--- config.mk ---
export PLATFORM = sky130hd
export DESIGN_NAME = tci_cfg
export DESIGN_NICKNAME = d
export VERILOG_FILES = /design/src/rtl/core/tci_pkg.sv /design/src/rtl/core/tci_cfg.sv
export SDC_FILE = /design/constraint.sdc
export NUM_CORES = 1
export LEC_CHECK = 0
export ABC_AREA = 1
export ABC_CLOCK_PERIOD_IN_PS = 1000
export BUFFER_PORTS_ARGS = -buffer_cell sky130_fd_sc_hd__clkbuf_2
export CORE_MARGIN = 2
export CORE_UTILIZATION = 39
export DETAILED_ROUTE_END_ITERATION = 10
export GPL_TIMING_DRIVEN = 0
export PLACE_DENSITY = 0.8
export SETUP_SLACK_MARGIN = 0.05
export SYNTH_ARGS = -nofsm -noshare
export SYNTH_HDL_FRONTEND = slang
export SYNTH_SLANG_ARGS = --single-unit
--- constraint.sdc ---
create_clock -name clk -period 1 [get_ports clk]
set_clock_uncertainty 0.1 [all_clocks]
set_input_delay 0.05 -clock clk [delete_from_list [all_inputs] [get_ports clk]]
set_output_delay 0.05 -clock clk [all_outputs]
set_load 0.01 [all_outputs]
--- src/rtl/core/tci_pkg.sv ---
package tci_pkg;

  // Sequencer states
  typedef enum logic [2:0] {
    ST_CLEAR,
    ST_IDLE,
    ST_LOOK,
    ST_BI_RD,
    ST_BI_WR,
    ST_DONE
  } tci_state_t;

  // Hit level codes
  localparam logic [1:0] HIT_L1   = 2'd0;
  localparam logic [1:0] HIT_L2   = 2'd1;
  localparam logic [1:0] HIT_NONE = 2'd2;

  // Eviction kinds
  localparam logic [1:0] EV_NONE  = 2'd0;
  localparam logic [1:0] EV_CLEAN = 2'd1;
  localparam logic [1:0] EV_DIRTY = 2'd2;

  // Register indexes
  localparam logic REG_POLICY = 1'b0;
  localparam logic REG_SEED   = 1'b1;

  localparam logic [15:0] SEED_RESET = 16'd44257;
  localparam logic [15:0] LFSR_MASK  = 16'hB400;
  localparam logic [7:0]  AGE_MAX    = 8'd255;

  // Settings seen by the sequencer
  typedef struct packed {
    logic        policy;
    logic [15:0] seed;
    logic        seed_load;
  } tci_cfg_t;

  // One Galois step of the victim LFSR
  function automatic logic [15:0] lfsr_step(logic [15:0] x);
    lfsr_step = (x >> 1) ^ (x[0] ? LFSR_MASK : 16'd0);
  endfunction

  // Saturating age increment
  function automatic logic [7:0] age_inc(logic [7:0] a);
    age_inc = (a == AGE_MAX) ? a : a + 8'd1;
  endfunction

endpackage

--- src/rtl/core/tci_cfg.sv ---
module tci_cfg (
  input  logic           clk,
  input  logic           rst,
  input  logic           psel,
  input  logic           penable,
  input  logic           pwrite,
  input  logic [2:0]     paddr,
  input  logic [31:0]    pwdata,
  output logic [31:0]    prdata,
  output logic           pready,
  output tci_pkg::tci_cfg_t cfg
);
  import tci_pkg::*;

  logic        policy;
  logic [15:0] seed;
  logic        wr_en;
  logic        idx;

  assign pready = 1'b1;
  assign idx    = paddr[2];
  assign wr_en  = psel & penable & pwrite;

  // Register writes
  always_ff @(posedge clk) begin
    if (rst) begin
      policy <= 1'b0;
      seed   <= SEED_RESET;
    end else if (wr_en) begin
      unique case (idx)
        REG_POLICY: policy <= pwdata[0];
        REG_SEED:   seed   <= pwdata[15:0];
        default: ;
      endcase
    end
  end

  // Register reads
  always_comb begin
    unique case (idx)
      REG_POLICY: prdata = {31'd0, policy};
      REG_SEED:   prdata = {16'd0, seed};
      default:    prdata = '0;
    endcase
  end

  assign cfg.policy    = policy;
  assign cfg.seed      = pwdata[15:0];
  assign cfg.seed_load = wr_en & (idx == REG_SEED);
endmodule

Word level (Yosys, flattened, before mapping)
Index checks and enable logic that the tools add are counted. W data, S select, Z words.

Muxes and demuxes: 1. Bitwise logic cells: 4. Reductions and logical operators: 2.

Operators by type and width (number): $pmux W32 S2 (1); $reduce_and A2 Y1 (2); $and A1 B1 Y1 (3); $not A1 Y1 (1).

Bits in registers: 17. Output and inout bits: 51. Input port bits: 40. Word-level logic and storage cells: 9.

Depth between registers and ports, before layout
Word-level depth: 3. Mapped depth: 6. Depth with buffers taken out: 5.

Least setup slack after synthesis
OpenSTA, ideal clock, no wires.

Path type: input -> register. Start point: input port paddr[2]. End point: register seed[4]. Buffers on the path: 2. Data required time: 788 ps. Setup time: 112 ps. Setup slack: 247 ps. Data arrival time: 541 ps. Stages on the path: 6. Cells stage by stage: buf_6 inv_4 nor2_8 buf_8 nor2_2 nor2_2.

Word-level cells in the longest chain between the ends: 1.

RTL lines: start, declared (RTL line tci_cfg.sv:7) `input logic [2:0] paddr,`; $reduce_and A2 Y1 (no line); end signal, assigned (RTL line tci_cfg.sv:32) `REG_SEED: seed <= pwdata[15:0];`; end, declared (RTL line tci_cfg.sv:16) `logic [15:0] seed;`.

No other way between the ends. A chain may end at the register's enable or synchronous reset.

Final worst setup path
Start point: register policy. End point: output port cfg[17] (netlist name).

RTL lines: start, declared (RTL line tci_cfg.sv:15) `logic policy;`; start signal, assigned (RTL line tci_cfg.sv:31) `REG_POLICY: policy <= pwdata[0];`; end, declared (RTL line tci_cfg.sv:11) `output tci_pkg::tci_cfg_t cfg`.

No word-level cell between the ends.

==> impl_metrics.env <==
export IMPL_hold_depth=4
export IMPL_start_util=0.409
export IMPL_worst_hold_path_endpoint="policy"
export IMPL_wl_per_cell_um=8.71
export IMPL_clock_path_buffers=2
export IMPL_cp_start_kind="flop"
export IMPL_num_rows=19
export IMPL_via_per_inst=4.09
export IMPL_synth_commonest_cells="nand2_1, buf_4, inv_1"
export IMPL_top_level_ports=91
export IMPL_synth_seq_cells=17
export IMPL_area_delta_synth_final_pct=56.4
export IMPL_grt_pass1_wl_um=3910
export IMPL_synth_edf_count=0
export IMPL_htreeDepth=1
export IMPL_ff2ff_setup_slack_ns=0.20
export IMPL_setup_viol=2
export IMPL_ys_flop_type="dfxtp_1"
export IMPL_final_util=0.639
export IMPL_maxCapViolations=0
export IMPL_clock_latency_ns=0.28
export IMPL_syn_instance_count=169
export IMPL_vias=1195
export IMPL_io_buffer_count=54
export IMPL_power_leakage_nw=1.10
export IMPL_hpwl_um=1790
export IMPL_period_share=1.01
export IMPL_drtIter0Drc=12
export IMPL_critPathKind="reg2out"
export IMPL_failed_checks="setup timing"
export IMPL_chipHeight_um=57.5
export IMPL_vdd_drop_max_mv=0.795
export IMPL_grt_overflow=0
export IMPL_power_density_nw_per_um2=899
export IMPL_synth_top_area_cell="dfxtp_1"
export IMPL_final_nets=302
export IMPL_hold_violations=0
export IMPL_synth_most_common_cell="nand2_1"
export IMPL_instances_no_fill=292
export IMPL_synth_distinct_cells=16
export IMPL_ys_async_sr_fraction=0
export IMPL_first_pass_iters=4
export IMPL_place_ws_ns=0.0478
export IMPL_drive_above_1_share=0.483
export IMPL_reg2reg_to="seed[4]"
export IMPL_clkTransAtPathRegs_ns=0.10
export IMPL_final_max_slew_violation_count=0
export IMPL_cp_arrival_ns=0.86
export IMPL_syn_avg_cell_area_um2=6.61
export IMPL_setup_tns_ns=-0.0185
export IMPL_period_needed_ns=1.01
export IMPL_cts_tree="done"
export IMPL_hold_path_class="in2reg"
export IMPL_drc=0
export IMPL_gp_congestion=0.719
export IMPL_cp_max_fo=3
export IMPL_placed_cells=269
export IMPL_worstPathRequired_ns=0.85
export IMPL_die_x_um=57.5
export IMPL_reg2regPathDepth=3
export IMPL_worst_slack_ns=-0.00972
export IMPL_ys_top_cells_by_area="dfxtp_1, buf_4, nand2_1"
export IMPL_antenna_left=0
export IMPL_hp_start="paddr[2]"
export IMPL_drt_wl_total_um=2540
export IMPL_power_total_mw=1.57
export IMPL_synth_area_um2=1120
export IMPL_synth_top_area_share=0.305
export IMPL_r2r_start="seed[4]"
export IMPL_core_um2=2730
export IMPL_cp_end_kind="output port"
export IMPL_rsz0062_at_grt="yes"
export IMPL_antenna_found_initial=0
export IMPL_numCtsBuffers=3
export IMPL_clock_sinks=17
export IMPL_outcome="complete, but fails checks"
export IMPL_grt_use_total=0.151
export IMPL_diodes=0
export IMPL_fmax_mhz=990
export IMPL_grt_pass1_vias=965
export IMPL_ys_warn_count=0
export IMPL_seq_area_frac_synth=0.305
export IMPL_dieArea_um2=3310
export IMPL_grt_max_degree=11
export IMPL_clock_root_buffer="clkbuf_4"
[what timing repair did]
item | 4_1_cts | 5_1_grt
resized for setup | 17 | 25
setup buffers | 2 | 0
setup endpoints to repair | 17 | 17
endpoints found under the hold margin | 17 | 0
hold buffers | 17 | 0
pin swaps | 2 | 0
[final cells by class]
class / instances / area, um^2
plain buffers: 40 / 304
clock buffers: 4 / 26.3
fillers: 260 / 986
inverters: 27 / 104
multi-input cells: 100 / 433
flip-flops and latches: 17 / 362
well taps: 31 / 38.8
repair buffers: 73 / 480
[layout by cell type, fill, tap and decap left out]
cell type,n
nand2_1,42
clkbuf_2,38
buf_4,37
inv_1,23
nand3_1,17
conb_1,17
dlygate4sd3_1,17
dfxtp_2,17
nor2_1,16
buf_2,15
buf_6,5
nand2_2,3
clkbuf_4,3
inv_2,2
nor2_2,2
inv_4,1
nand3_2,1
nor2_8,1
buf_8,1
clkinv_1,1
a21oi_1,1
clkbuf_1,1
[metrics by stage]
stage,hold slack (ns),cell area (um^2)
floorplan,0.0761,1170
global placement,0.181,1480
detailed placement,0.190,1480
CTS,0.0121,1720
global route,0.0417,1750
finish,0.0196,1750
[state kept, by name (all words and copies together) (netlist names)]
| register | count |
|---|---|
| policy | 1 |
| seed | 16 |
[kinds of logic after synthesis]
| kind of cell | share of synthesized area |
|---|---|
| AND/OR/NAND/NOR | 0.319 |
| flip-flops | 0.305 |
| buffers and inverters | 0.365 |
| other | 0.00672 |
| AO/OA/AOI/OAI | 0.00447 |
[layer usage]
layer | track usage | up-vias | part of all wire
met5 | 0 | - | 0
met4 | 0.0797 | 0 | 0.019
met3 | 0.00680 | 4 | 0.058
met2 | 0.274 | 38 | 0.52
met1 | 0.178 | 520 | 0.40
li1 | - | 633 | -
[where the power goes]
group | internal (mW) | total (mW) | switching (mW)
Clock | 0.155 | 0.368 | 0.213
Sequential | 0.705 | 0.718 | 0.0127
Combinational | 0.260 | 0.485 | 0.225
Total | 1.12 | 1.57 | 0.451
[worst max path at each step]
stage	from	endpoint	cells past startpoint
global placement	psel	seed[7]	6
global route	seed[0]	prdata[0]	3
finish	policy	cfg[17]	2
floorplan	paddr[2]	seed[4]	6
CTS	policy	prdata[0]	3
detailed placement	pwrite	seed[7]	6
[worst max-delay path, cell delays in order, from the launching register on]
cell     delay [ns]
dfxtp_2        0.34
buf_4          0.13
buf_6          0.11
Power figures use the tool's default switching activity.
